<file path="config.mk">
export PLATFORM = sky130hd
export DESIGN_NAME = positional_ordered_list_engine_core
export DESIGN_NICKNAME = d
export VERILOG_FILES = /design/src/sv/pole_pkg.sv /design/src/sv/pole_ctrl.sv /design/src/sv/pole_datapath.sv /design/src/sv/positional_ordered_list_engine_core.sv
export SDC_FILE = /design/constraint.sdc
export NUM_CORES = 2
export LEC_CHECK = 0
export BUFFER_PORTS_ARGS = -buffer_cell sky130_fd_sc_hd__buf_2
export CAP_MARGIN = 10
export CORE_MARGIN = 2
export CORE_UTILIZATION = 60
export CTS_CLUSTER_DIAMETER = 150
export CTS_CLUSTER_SIZE = 24
export DETAILED_ROUTE_END_ITERATION = 12
export GPL_TIMING_DRIVEN = 0
export MAX_ROUTING_LAYER = met4
export PLACE_DENSITY = 0.77
export SLEW_MARGIN = 25
export SYNTH_ARGS = -nofsm -noshare
export SYNTH_HDL_FRONTEND = slang
export SYNTH_SLANG_ARGS = --single-unit
</file>
<file path="constraint.sdc">
create_clock -name clk_i -period 7.79 [get_ports clk_i]
set_input_delay 1.1685 -clock clk_i [delete_from_list [all_inputs] [get_ports clk_i]]
set_output_delay 1.1685 -clock clk_i [all_outputs]
set_load 0.03 [all_outputs]
</file>
<file path="src/sv/pole_pkg.sv">
// ----------------------------------------------------------------------------
// pole_pkg
// Shared widths, request/status codes and control types of the list engine.
// ----------------------------------------------------------------------------
`timescale 1ns / 1ps

package pole_pkg;

  localparam int unsigned CAPACITY = 16;
  localparam int unsigned DATA_W   = 32;
  localparam int unsigned CNT_W    = 5;
  localparam int unsigned IDX_W    = 4;
  localparam int unsigned REQ_W    = 2;
  localparam int unsigned STAT_W   = 3;

  localparam logic [CNT_W-1:0] CAP_RESET = CNT_W'(CAPACITY);
  localparam logic [CNT_W-1:0] CAP_MAX   = CNT_W'(CAPACITY);

  localparam logic [REQ_W-1:0] REQ_INSERT = 2'd0;
  localparam logic [REQ_W-1:0] REQ_REMOVE = 2'd1;
  localparam logic [REQ_W-1:0] REQ_SEARCH = 2'd2;
  localparam logic [REQ_W-1:0] REQ_CLEAR  = 2'd3;

  localparam logic [STAT_W-1:0] ST_OK       = 3'd0;
  localparam logic [STAT_W-1:0] ST_BADPOS   = 3'd1;
  localparam logic [STAT_W-1:0] ST_FULL     = 3'd2;
  localparam logic [STAT_W-1:0] ST_EMPTY    = 3'd3;
  localparam logic [STAT_W-1:0] ST_NOTFOUND = 3'd4;

  // controller -> datapath
  typedef struct packed {
    logic capture;  // latch the incoming word
    logic exec;     // commit the request and load the result register
  } cmd_t;

endpackage

</file>
<file path="src/sv/pole_ctrl.sv">
// ----------------------------------------------------------------------------
// pole_ctrl
// Sequencer: accepts a word, runs it through the datapath, tracks result valid.
// ----------------------------------------------------------------------------
`timescale 1ns / 1ps

module pole_ctrl (
  input  logic            clk_i,
  input  logic            rst_ni,
  input  logic            in_valid_i,
  output logic            in_stall_o,
  output logic            out_valid_o,
  input  logic            out_stall_i,
  output pole_pkg::cmd_t  cmd_o
);

  localparam logic S_IDLE = 1'b0;
  localparam logic S_EXEC = 1'b1;

  logic state_q, state_d;
  logic out_valid_q, out_valid_d;
  logic accept, exec;

  assign accept = in_valid_i && (state_q == S_IDLE);
  // result register must be free, or be drained at this edge
  assign exec   = (state_q == S_EXEC) && (!out_valid_q || !out_stall_i);

  always_comb begin
    state_d = state_q;
    unique case (state_q)
      S_IDLE: begin
        if (accept) state_d = S_EXEC;
      end
      S_EXEC: begin
        if (exec) state_d = S_IDLE;
      end
      default: state_d = S_IDLE;
    endcase
  end

  always_comb begin
    out_valid_d = out_valid_q;
    if (exec) begin
      out_valid_d = 1'b1;
    end else if (!out_stall_i) begin
      out_valid_d = 1'b0;
    end
  end

  always_ff @(posedge clk_i or negedge rst_ni) begin
    if (!rst_ni) begin
      state_q     <= S_IDLE;
      out_valid_q <= 1'b0;
    end else begin
      state_q     <= state_d;
      out_valid_q <= out_valid_d;
    end
  end

  assign in_stall_o    = (state_q != S_IDLE);
  assign out_valid_o   = out_valid_q;
  assign cmd_o.capture = accept;
  assign cmd_o.exec    = exec;

endmodule

</file>
<file path="src/sv/pole_datapath.sv">
// ----------------------------------------------------------------------------
// pole_datapath
// Register cell per entry, shift network, parallel match and result register.
// ----------------------------------------------------------------------------
`timescale 1ns / 1ps

module pole_datapath (
  input  logic                                 clk_i,
  input  logic                                 rst_ni,
  input  pole_pkg::cmd_t                       cmd_i,
  input  logic                                 cfg_we_i,
  input  logic        [pole_pkg::CNT_W-1:0]    cfg_data_i,
  input  logic        [pole_pkg::REQ_W-1:0]    req_type_i,
  input  logic        [pole_pkg::CNT_W-1:0]    position_i,
  input  logic signed [pole_pkg::DATA_W-1:0]   value_i,
  output logic        [pole_pkg::STAT_W-1:0]   status_o,
  output logic        [pole_pkg::IDX_W-1:0]    found_index_o,
  output logic        [pole_pkg::CNT_W-1:0]    entry_count_o
);

  logic [pole_pkg::CNT_W-1:0]  cap_q;
  logic [pole_pkg::CNT_W-1:0]  count_q, count_d;
  logic [pole_pkg::REQ_W-1:0]  req_q;
  logic [pole_pkg::CNT_W-1:0]  pos_q;
  logic [pole_pkg::DATA_W-1:0] val_q;
  logic [pole_pkg::DATA_W-1:0] store_q [pole_pkg::CAPACITY];

  logic [pole_pkg::CNT_W-1:0]  bound;
  logic                        ins_ok, rem_ok;
  logic [pole_pkg::STAT_W-1:0] status_d;
  logic [pole_pkg::IDX_W-1:0]  found_d;
  logic [pole_pkg::CAPACITY-1:0] match;
  logic                        hit;
  logic [pole_pkg::IDX_W-1:0]  hit_idx;

  logic [pole_pkg::STAT_W-1:0] status_q;
  logic [pole_pkg::IDX_W-1:0]  found_q;
  logic [pole_pkg::CNT_W-1:0]  count_out_q;

  // capacity register
  always_ff @(posedge clk_i or negedge rst_ni) begin
    if (!rst_ni) begin
      cap_q <= pole_pkg::CAP_RESET;
    end else if (cfg_we_i) begin
      cap_q <= cfg_data_i;
    end
  end

  // request capture
  always_ff @(posedge clk_i) begin
    if (cmd_i.capture) begin
      req_q <= req_type_i;
      pos_q <= position_i;
      val_q <= value_i;
    end
  end

  assign bound = (cap_q > pole_pkg::CAP_MAX) ? pole_pkg::CAP_MAX : cap_q;

  // parallel match over live entries, lowest index wins
  for (genvar g = 0; g < pole_pkg::CAPACITY; g++) begin : g_match
    localparam logic [pole_pkg::CNT_W-1:0] Idx = pole_pkg::CNT_W'(g);
    assign match[g] = (Idx < count_q) && (store_q[g] == val_q);
  end

  always_comb begin
    hit     = 1'b0;
    hit_idx = '0;
    for (int i = pole_pkg::CAPACITY - 1; i >= 0; i--) begin
      if (match[i]) begin
        hit     = 1'b1;
        hit_idx = pole_pkg::IDX_W'(i);
      end
    end
  end

  always_comb begin
    status_d = pole_pkg::ST_OK;
    found_d  = '0;
    count_d  = count_q;
    ins_ok   = 1'b0;
    rem_ok   = 1'b0;
    unique case (req_q)
      pole_pkg::REQ_INSERT: begin
        if (pos_q > count_q) begin
          status_d = pole_pkg::ST_BADPOS;
        end else if (count_q >= bound) begin
          status_d = pole_pkg::ST_FULL;
        end else begin
          ins_ok  = 1'b1;
          count_d = count_q + 1'b1;
        end
      end
      pole_pkg::REQ_REMOVE: begin
        if (count_q == '0) begin
          status_d = pole_pkg::ST_EMPTY;
        end else if (pos_q >= count_q) begin
          status_d = pole_pkg::ST_BADPOS;
        end else begin
          rem_ok  = 1'b1;
          count_d = count_q - 1'b1;
        end
      end
      pole_pkg::REQ_SEARCH: begin
        if (hit) begin
          found_d = hit_idx;
        end else begin
          status_d = pole_pkg::ST_NOTFOUND;
        end
      end
      pole_pkg::REQ_CLEAR: begin
        count_d = '0;
      end
      default: status_d = pole_pkg::ST_OK;
    endcase
  end

  // entry cells: hold, take left neighbor (insert), right neighbor (remove) or new word
  for (genvar g = 0; g < pole_pkg::CAPACITY; g++) begin : g_cell
    localparam logic [pole_pkg::CNT_W-1:0] Idx = pole_pkg::CNT_W'(g);
    logic [pole_pkg::DATA_W-1:0] left_w, right_w, cell_d;

    if (g == 0) begin : g_first
      assign left_w = '0;
    end else begin : g_left
      assign left_w = store_q[g-1];
    end
    if (g == pole_pkg::CAPACITY - 1) begin : g_last
      assign right_w = '0;
    end else begin : g_right
      assign right_w = store_q[g+1];
    end

    always_comb begin
      cell_d = store_q[g];
      if (ins_ok) begin
        if (Idx == pos_q) begin
          cell_d = val_q;
        end else if (Idx > pos_q && Idx <= count_q) begin
          cell_d = left_w;
        end
      end else if (rem_ok) begin
        if (Idx >= pos_q && ({1'b0, Idx} + 1'b1) < {1'b0, count_q}) begin
          cell_d = right_w;
        end
      end
    end

    always_ff @(posedge clk_i) begin
      if (cmd_i.exec) begin
        store_q[g] <= cell_d;
      end
    end
  end

  always_ff @(posedge clk_i or negedge rst_ni) begin
    if (!rst_ni) begin
      count_q <= '0;
    end else if (cmd_i.exec) begin
      count_q <= count_d;
    end
  end

  // result register
  always_ff @(posedge clk_i) begin
    if (cmd_i.exec) begin
      status_q    <= status_d;
      found_q     <= found_d;
      count_out_q <= count_d;
    end
  end

  assign status_o      = status_q;
  assign found_index_o = found_q;
  assign entry_count_o = count_out_q;

endmodule

</file>
<file path="src/sv/positional_ordered_list_engine_core.sv">
// An ordered list of up to 16 signed 32-bit words held in one register cell
// per entry, with insert, remove, search and clear requests and one result
// word per request. A request's word is captured while the engine is idle;
// in the execute state the cell array then shifts or matches all entries
// at once and the result register loads; no new word is taken before that
// state ends. A stalled result holds the execute cycle until the result
// register drains. The user must write the capacity register with cfg_we_i
// only while the engine is idle; the block itself does not enforce this.
// ----------------------------------------------------------------------------
// positional_ordered_list_engine_core
// Top level: sequencer plus entry-cell datapath.
// ----------------------------------------------------------------------------
`timescale 1ns / 1ps

module positional_ordered_list_engine_core (
  input  logic                                 clk_i,
  input  logic                                 rst_ni,
  input  logic                                 cfg_we_i,
  input  logic        [pole_pkg::CNT_W-1:0]    cfg_data_i,
  input  logic                                 in_valid_i,
  output logic                                 in_stall_o,
  input  logic        [pole_pkg::REQ_W-1:0]    req_type_i,
  input  logic        [pole_pkg::CNT_W-1:0]    position_i,
  input  logic signed [pole_pkg::DATA_W-1:0]   value_i,
  output logic                                 out_valid_o,
  input  logic                                 out_stall_i,
  output logic        [pole_pkg::STAT_W-1:0]   status_o,
  output logic        [pole_pkg::IDX_W-1:0]    found_index_o,
  output logic        [pole_pkg::CNT_W-1:0]    entry_count_o
);

  pole_pkg::cmd_t cmd;

  pole_ctrl u_ctrl (
    .clk_i       (clk_i),
    .rst_ni      (rst_ni),
    .in_valid_i  (in_valid_i),
    .in_stall_o  (in_stall_o),
    .out_valid_o (out_valid_o),
    .out_stall_i (out_stall_i),
    .cmd_o       (cmd)
  );

  pole_datapath u_dp (
    .clk_i         (clk_i),
    .rst_ni        (rst_ni),
    .cmd_i         (cmd),
    .cfg_we_i      (cfg_we_i),
    .cfg_data_i    (cfg_data_i),
    .req_type_i    (req_type_i),
    .position_i    (position_i),
    .value_i       (value_i),
    .status_o      (status_o),
    .found_index_o (found_index_o),
    .entry_count_o (entry_count_o)
  );

endmodule

</file>
# Yosys cells after proc, flatten, opt, wreduce, memory -nomap -nowiden
# Memory sizes are Yosys's and may differ from the RTL's.
# Cells that the tools add are included.
totals:
  in_bits: 49
  register_bits: 63
  output_inout_bits: 14
  mem_bits_rw: 512
  latchBits: 0
  wordCells: 334
  mem_bits_ro: 0
  n_memories: 1
mem_list:
  columns: ["name", "words", "width", "read_ports", "rd_ports_with_merged_regs", "wr", "line_no", "rtl"]
  rows:
  - ["u_dp.store_q", 16, 32, 16, 0, 16, "pole_datapath.sv:26", "logic [pole_pkg::DATA_W-1:0] store_q [pole_pkg::CAPACITY];"]
classes:
  shift: 0
  n_mul: 0
  n_mux: 136
  magnitude_cmp: 84
  div: 0
  n_addsub: 2
  reduce_logical: 60
  bitwise_logic: 3
  n_eq_ne: 35
op_table:
  columns: ["op", "count"]
  rows:
  - ["$mux W32", 80]
  - ["$eq A32 B32 Y1", 16]
  - ["$lt A4 B5 Y1 const A", 16]
  - ["$logic_and A1 B1 Y1", 50]
  - ["$eq A4 B5 Y1 const A", 8]
  - ["$ge A4 B5 Y1 const A", 8]
  - ["$gt A4 B5 Y1 const A", 8]
  - ["$le A4 B5 Y1 const A", 8]
  - ["$lt A3 B5 Y1 const A", 8]
  - ["$mux W4", 8]
  - ["$mux W1", 30]
  - ["$mux W5", 5]
  - ["$mux W3", 7]
  - ["$eq A3 B5 Y1 const A", 4]
  - ["$ge A3 B5 Y1 const A", 4]
  - ["$gt A3 B5 Y1 const A", 4]
  - ["$le A3 B5 Y1 const A", 4]
  - ["$lt A2 B5 Y1 const A", 4]
  - ["$lt A1 B5 Y1 const A", 3]
  - ["$pmux W5 S3", 1]
  - ["$eq A2 B5 Y1 const A", 2]
  - ["$ge A1 B5 Y1 const A", 2]
  - ["$ge A2 B5 Y1 const A", 2]
  - ["$ge A5 B5 Y1", 2]
  - ["25 further kinds", 36]

# Depth between registers and ports, before layout
# An unclocked memory read counts as a cell.
logic_depth:
  ltp_word: 21
  mapped_depth: 15
  mapped_depth_nobuf: 11

# Cells and area by module
# A second synthesis with hierarchy kept.
hier_totals:
  hier_cells: 3418
  area_unflattened_um2: 34954.8
modules_own_cells:
  columns: ["module", "seq_area_each_um2", "cells_each", "n_inst", "area_each_um2"]
  rows:
  - ["pole_datapath", 17157.7, 3410, 1, 34855.9]
  - ["pole_ctrl", 50.0, 8, 1, 98.8]

# Worst setup path before layout
# No wires, ideal clock.
synth_path:
  kind: "register to register"
  from: "register, netlist name u_dp.count_q[0]"
  to: "memory u_dp.store_q[0][32] in the netlist's numbering, enable pin"
  slack_ns: 1.652
  arrival_ns: 5.636
  path_buffers: 3
  synth_period_minus_slack_ns: 6.138
  stages_incl_launch_ff: 14
  required_time_ns: 7.289
  setup_ns: 0.501
  path_cell_list: "dfrtp_1 clkbuf_2 inv_1 ha_1 nand2b_1 a21o_1 a21o_1 a21o_1 a211oi_2 and2_1 buf_2 clkbuf_1 o21ai_0 nor4_1"
synth_rtl:
  columns: ["element", "line_no"]
  rows:
  - ["end: declaration", "pole_datapath.sv:26"]

==> impl_metrics.json <==
{
  "netlist_top_cells_area": "sky130_fd_sc_hd__edfxtp_1 (48%), sky130_fd_sc_hd__mux2i_1 (12%), sky130_fd_sc_hd__xnor2_1 (7.1%), sky130_fd_sc_hd__o21ai_0 (6.7%), sky130_fd_sc_hd__nand2_1 (6.5%)",
  "via_count": 29900,
  "syn-num-nets": 3448,
  "final_layout_size_suffix_gt1_frac": 0.0834,
  "post-route-cell-area_sq_um": 37900,
  "min-delay-path-class": "primary input to async pin",
  "grt.overflow.total": 0,
  "numCtsBuffers": 27,
  "reg2regPathDepth": 20,
  "cp_common_cell": "sky130_fd_sc_hd__buf_2",
  "die_h_microns": 246,
  "clock_tree.buffer_depth": 3,
  "globalplace.congestion": 1.13,
  "combPwrFrac": 0.235,
  "routed_wl_mm": 143,
  "setup_viol": 0,
  "start_util": 0.609,
  "grt_setup_unrepaired": "no",
  "critPathRequiredTime_ns": 8.15,
  "ctsHtreeMaxLevel": 1,
  "p_switching_uw": 2290,
  "leading_cell_type_by_number_of_instances_after_synthesis": "sky130_fd_sc_hd__nand2_1",
  "fp.dieW_microns": 246,
  "top_level_ports": 63,
  "hold_slack_ns": 0.399,
  "ctsResizeCount": 0,
  "maximum_number_of_pins_on_one_net_before_global_route_repair": 26,
  "dr.pass1.iters": 9,
  "detailed_place.area_sq_um": 37200,
  "ys_top_cells_by_count": "sky130_fd_sc_hd__nand2_1 (613), sky130_fd_sc_hd__edfxtp_1 (563), sky130_fd_sc_hd__o21ai_0 (468)",
  "yosys_register_bits": 575,
  "cell_internal_pwr_uw": 4540,
  "tritoncts": "done",
  "cap_violations": 0,
  "netlist.top_cell.by_area": "sky130_fd_sc_hd__edfxtp_1",
  "power_per_cell_area_nw_per_um2": 180,
  "worst_pin_slew_ns": 1.19,
  "tns_ns": 0,
  "synth.cell_area_sq_um": 35200,
  "yosysWarningCount": 0,
  "postSynth.asyncResetShare": 0.0209,
  "critical_path.cell_chain": "clkbuf_2, inv_1, ha_1, nand2b_1, a21o_1, a21o_1, a21o_1, a211oi_2, and2_1, buf_2, clkbuf_1, o21ai_0, nor4_2, buf_4, buf_2, buf_2, buf_2, buf_2, buf_2, buf_4",
  "max_clock_freq_mhz": 163,
  "dp_hpwl_mm": 115,
  "worst-setup-path-type": "flip-flop to flip-flop",
  "layout-area-overhead-vs-synth_pct": 7.72,
  "worst_ep_arrival_time_ns": 6.49,
  "postSynthCellCount": 3384,
  "totalPowerFinal_uw": 6830,
  "timing.critical_path.fanout_max": 10,
  "antenna_found_initial": 5,
  "syn_avg_cell_area_sq_um": 10.4,
  "synth-edff-count": 563,
  "final_nets": 3581,
  "detailedRoute.firstIterationViolations": 5799,
  "first_pass_grt_wire_length_mm": 200,
  "ys_dominant_reg_cell": "sky130_fd_sc_hd__edfxtp_1",
  "routed_via_density": 6.95,
  "rel_slew_slack": 0.184,
  "seq_power_share": 0.515,
  "kind_of_start_point_of_the_critical_path": "flip-flop",
  "hold_viol": 0,
  "core_area_sq_um": 57800,
  "power.ir.vdd_worst_mv": 0.209,
  "routed_len_inst_microns": 33.3,
  "cp_slowest_stage_delay_ns": 0.69,
  "grt_use_total": 0.481,
  "share_clk_of_total_power": 0.250,
  "status": "complete, no violations",
  "p_sw_frac": 0.335,
  "remaining_drc_errors": 0,
  "vias_in_the_first_global_route": 28600,
  "r2r_slack_ns": 1.66,
  "crit-reg2reg-capture": "u_dp.store_q[0][50]",
  "cts.sinks": 575,
  "placementRows": 88,
  "fin_worst_skew_ns": 0.0194,
  "io_buffers": 62,
  "fraction_of_post_synthesis_cell_area_in_the_top_cell_type_by_area": 0.480,
  "synthDistinctLibCells": 65,
  "insertion_delay_ns": 0.65,
  "final_max_slew_violation_count": 0,
  "postCtsSetupBuffers": 0,
  "leakagePower_uw": 0.0151,
  "crit_end_category": "flip-flop",
  "clock_tree.root_cell": "sky130_fd_sc_hd__clkbuf_16",
  "layout_min_cycle_time_ns": 6.13,
  "antenna_violating_nets_post_route": 0,
  "critPathSlowestCell": "sky130_fd_sc_hd__clkbuf_1",
  "start_of_the_worst_register_to_register_path": "u_dp.count_q[0]",
  "die_area_sq_um": 60600,
  "final.period_utilization": 0.786,
  "clock_pin_slew_reported_for_the_worst_setup_and_hold_paths_after_clock_tree_synthesis_ns": 0.11,
  "cts-hold-fix-buffers": 0,
  "ys_seq_area_frac": 0.489
}
[cell families (layout without fill, tap and decap cells)]
kind of cell,Yosys count,in the layout,synth area share
AO/OA/AOI/OAI,590,590,0.0890
XOR/XNOR,511,511,0.127
adder cells (fa/ha/maj),15,15,0.00533
buffers and inverters,327,470,0.0463
flip-flops,575,575,0.489
multiplexers,443,443,0.126
other,0,6,0
AND/OR/NAND/NOR,923,923,0.117
[power groups by stage]
stage	clock network [uW]	registers [uW]	logic [uW]
final	1710	3510	1600
after global routing	1760	3520	1640
after CTS	1680	3510	1500
after detailed placement	0	3580	1490
after global placement	0	3580	1430
after floorplan	0	3590	859
[worst max-delay path by stage]
stage / slack, ns / startpoint / cells past startpoint / end
6_report: 1.66 / u_dp.count_q[0] / 20 / u_dp.store_q[0][50]
5_1_grt: 1.58 / u_dp.count_q[0] / 20 / u_dp.store_q[0][45]
4_1_cts: 1.86 / u_dp.count_q[0] / 20 / u_dp.store_q[0][49]
3_5_place_dp: 1.87 / u_dp.count_q[0] / 20 / u_dp.store_q[0][50]
3_3_place_gp: -1.67 / u_dp.count_q[0] / 13 / u_dp.store_q[0][51]
2_1_floorplan: 1.65 / u_dp.count_q[0] / 13 / u_dp.store_q[0][32]
[state kept, by name, summed over array words and instances (netlist names)]
name,count
u_dp.pos_q,5
u_dp.entry_count_o,5
u_dp.store_q,512
u_dp.status_o,3
u_dp.found_index_o,4
u_ctrl.in_stall_o,1
u_ctrl.out_valid_o,1
u_dp.count_q,5
u_dp.req_q,2
u_dp.cap_q,5
u_dp.val_q,32
[routing by layer]
| metal | global-route usage | routed length (microns) | vias to the layer above |
|---|---|---|---|
| met5 | - | 0 | - |
| met4 | 0.168 | 6050 | 0 |
| met3 | 0.183 | 24200 | 323 |
| met2 | 0.669 | 59700 | 2674 |
| met1 | 0.641 | 53400 | 14600 |
| li1 | - | - | 12300 |
[critical path: cells and delay by family (launching register included)]
kind                       cells  cell delay, ns
AOI/OAI and AO/OA              5            1.22
adders and majority gates      1            0.31
buffers and inverters         11            2.91
DFF                            1            0.49
and+or+nand+nor                3            0.90
[layout make-up]
cell class / instances / area [sq um]
Fill cell: 4694 / 19900
Sequential cell: 575 / 17200
Multi-Input combinational cell: 2482 / 16600
Buffer: 313 / 1580
Tap cell: 765 / 957
Timing Repair Buffer: 104 / 776
Clock buffer: 38 / 717
Inverter: 14 / 52.6
Antenna cell: 6 / 15.0
Clock inverter: 1 / 8.76
[cells in the final DEF (no fill, tap or decap), types with 53 or more instances in the layout]
cell type | synthesis | final
sky130_fd_sc_hd__a21oi_1 | 64 | 62
sky130_fd_sc_hd__o21ai_0 | 468 | 468
sky130_fd_sc_hd__nor4_1 | 63 | 62
sky130_fd_sc_hd__buf_6 | 32 | 54
sky130_fd_sc_hd__buf_2 | 72 | 139
sky130_fd_sc_hd__nand2_1 | 613 | 613
sky130_fd_sc_hd__xor2_1 | 226 | 226
sky130_fd_sc_hd__edfxtp_1 | 563 | 563
sky130_fd_sc_hd__nand3_1 | 53 | 53
sky130_fd_sc_hd__mux2i_1 | 439 | 439
sky130_fd_sc_hd__nand4_1 | 83 | 83
sky130_fd_sc_hd__xnor2_1 | 285 | 285
sky130_fd_sc_hd__clkbuf_1 | 194 | 200
[per-stage QoR]
step / instances / utilization / setup WS (ns)
final: 4298 / 0.656 / 1.66
after CTS: 4292 / 0.655 / 1.86
after detailed placement: 4253 / 0.643 / 1.87
after global routing: 4296 / 0.656 / 1.58
after floorplan: 3384 / - / 1.65
after global placement: 4211 / 0.631 / -1.67
No activity file was read; power rests on OpenSTA's default activity.
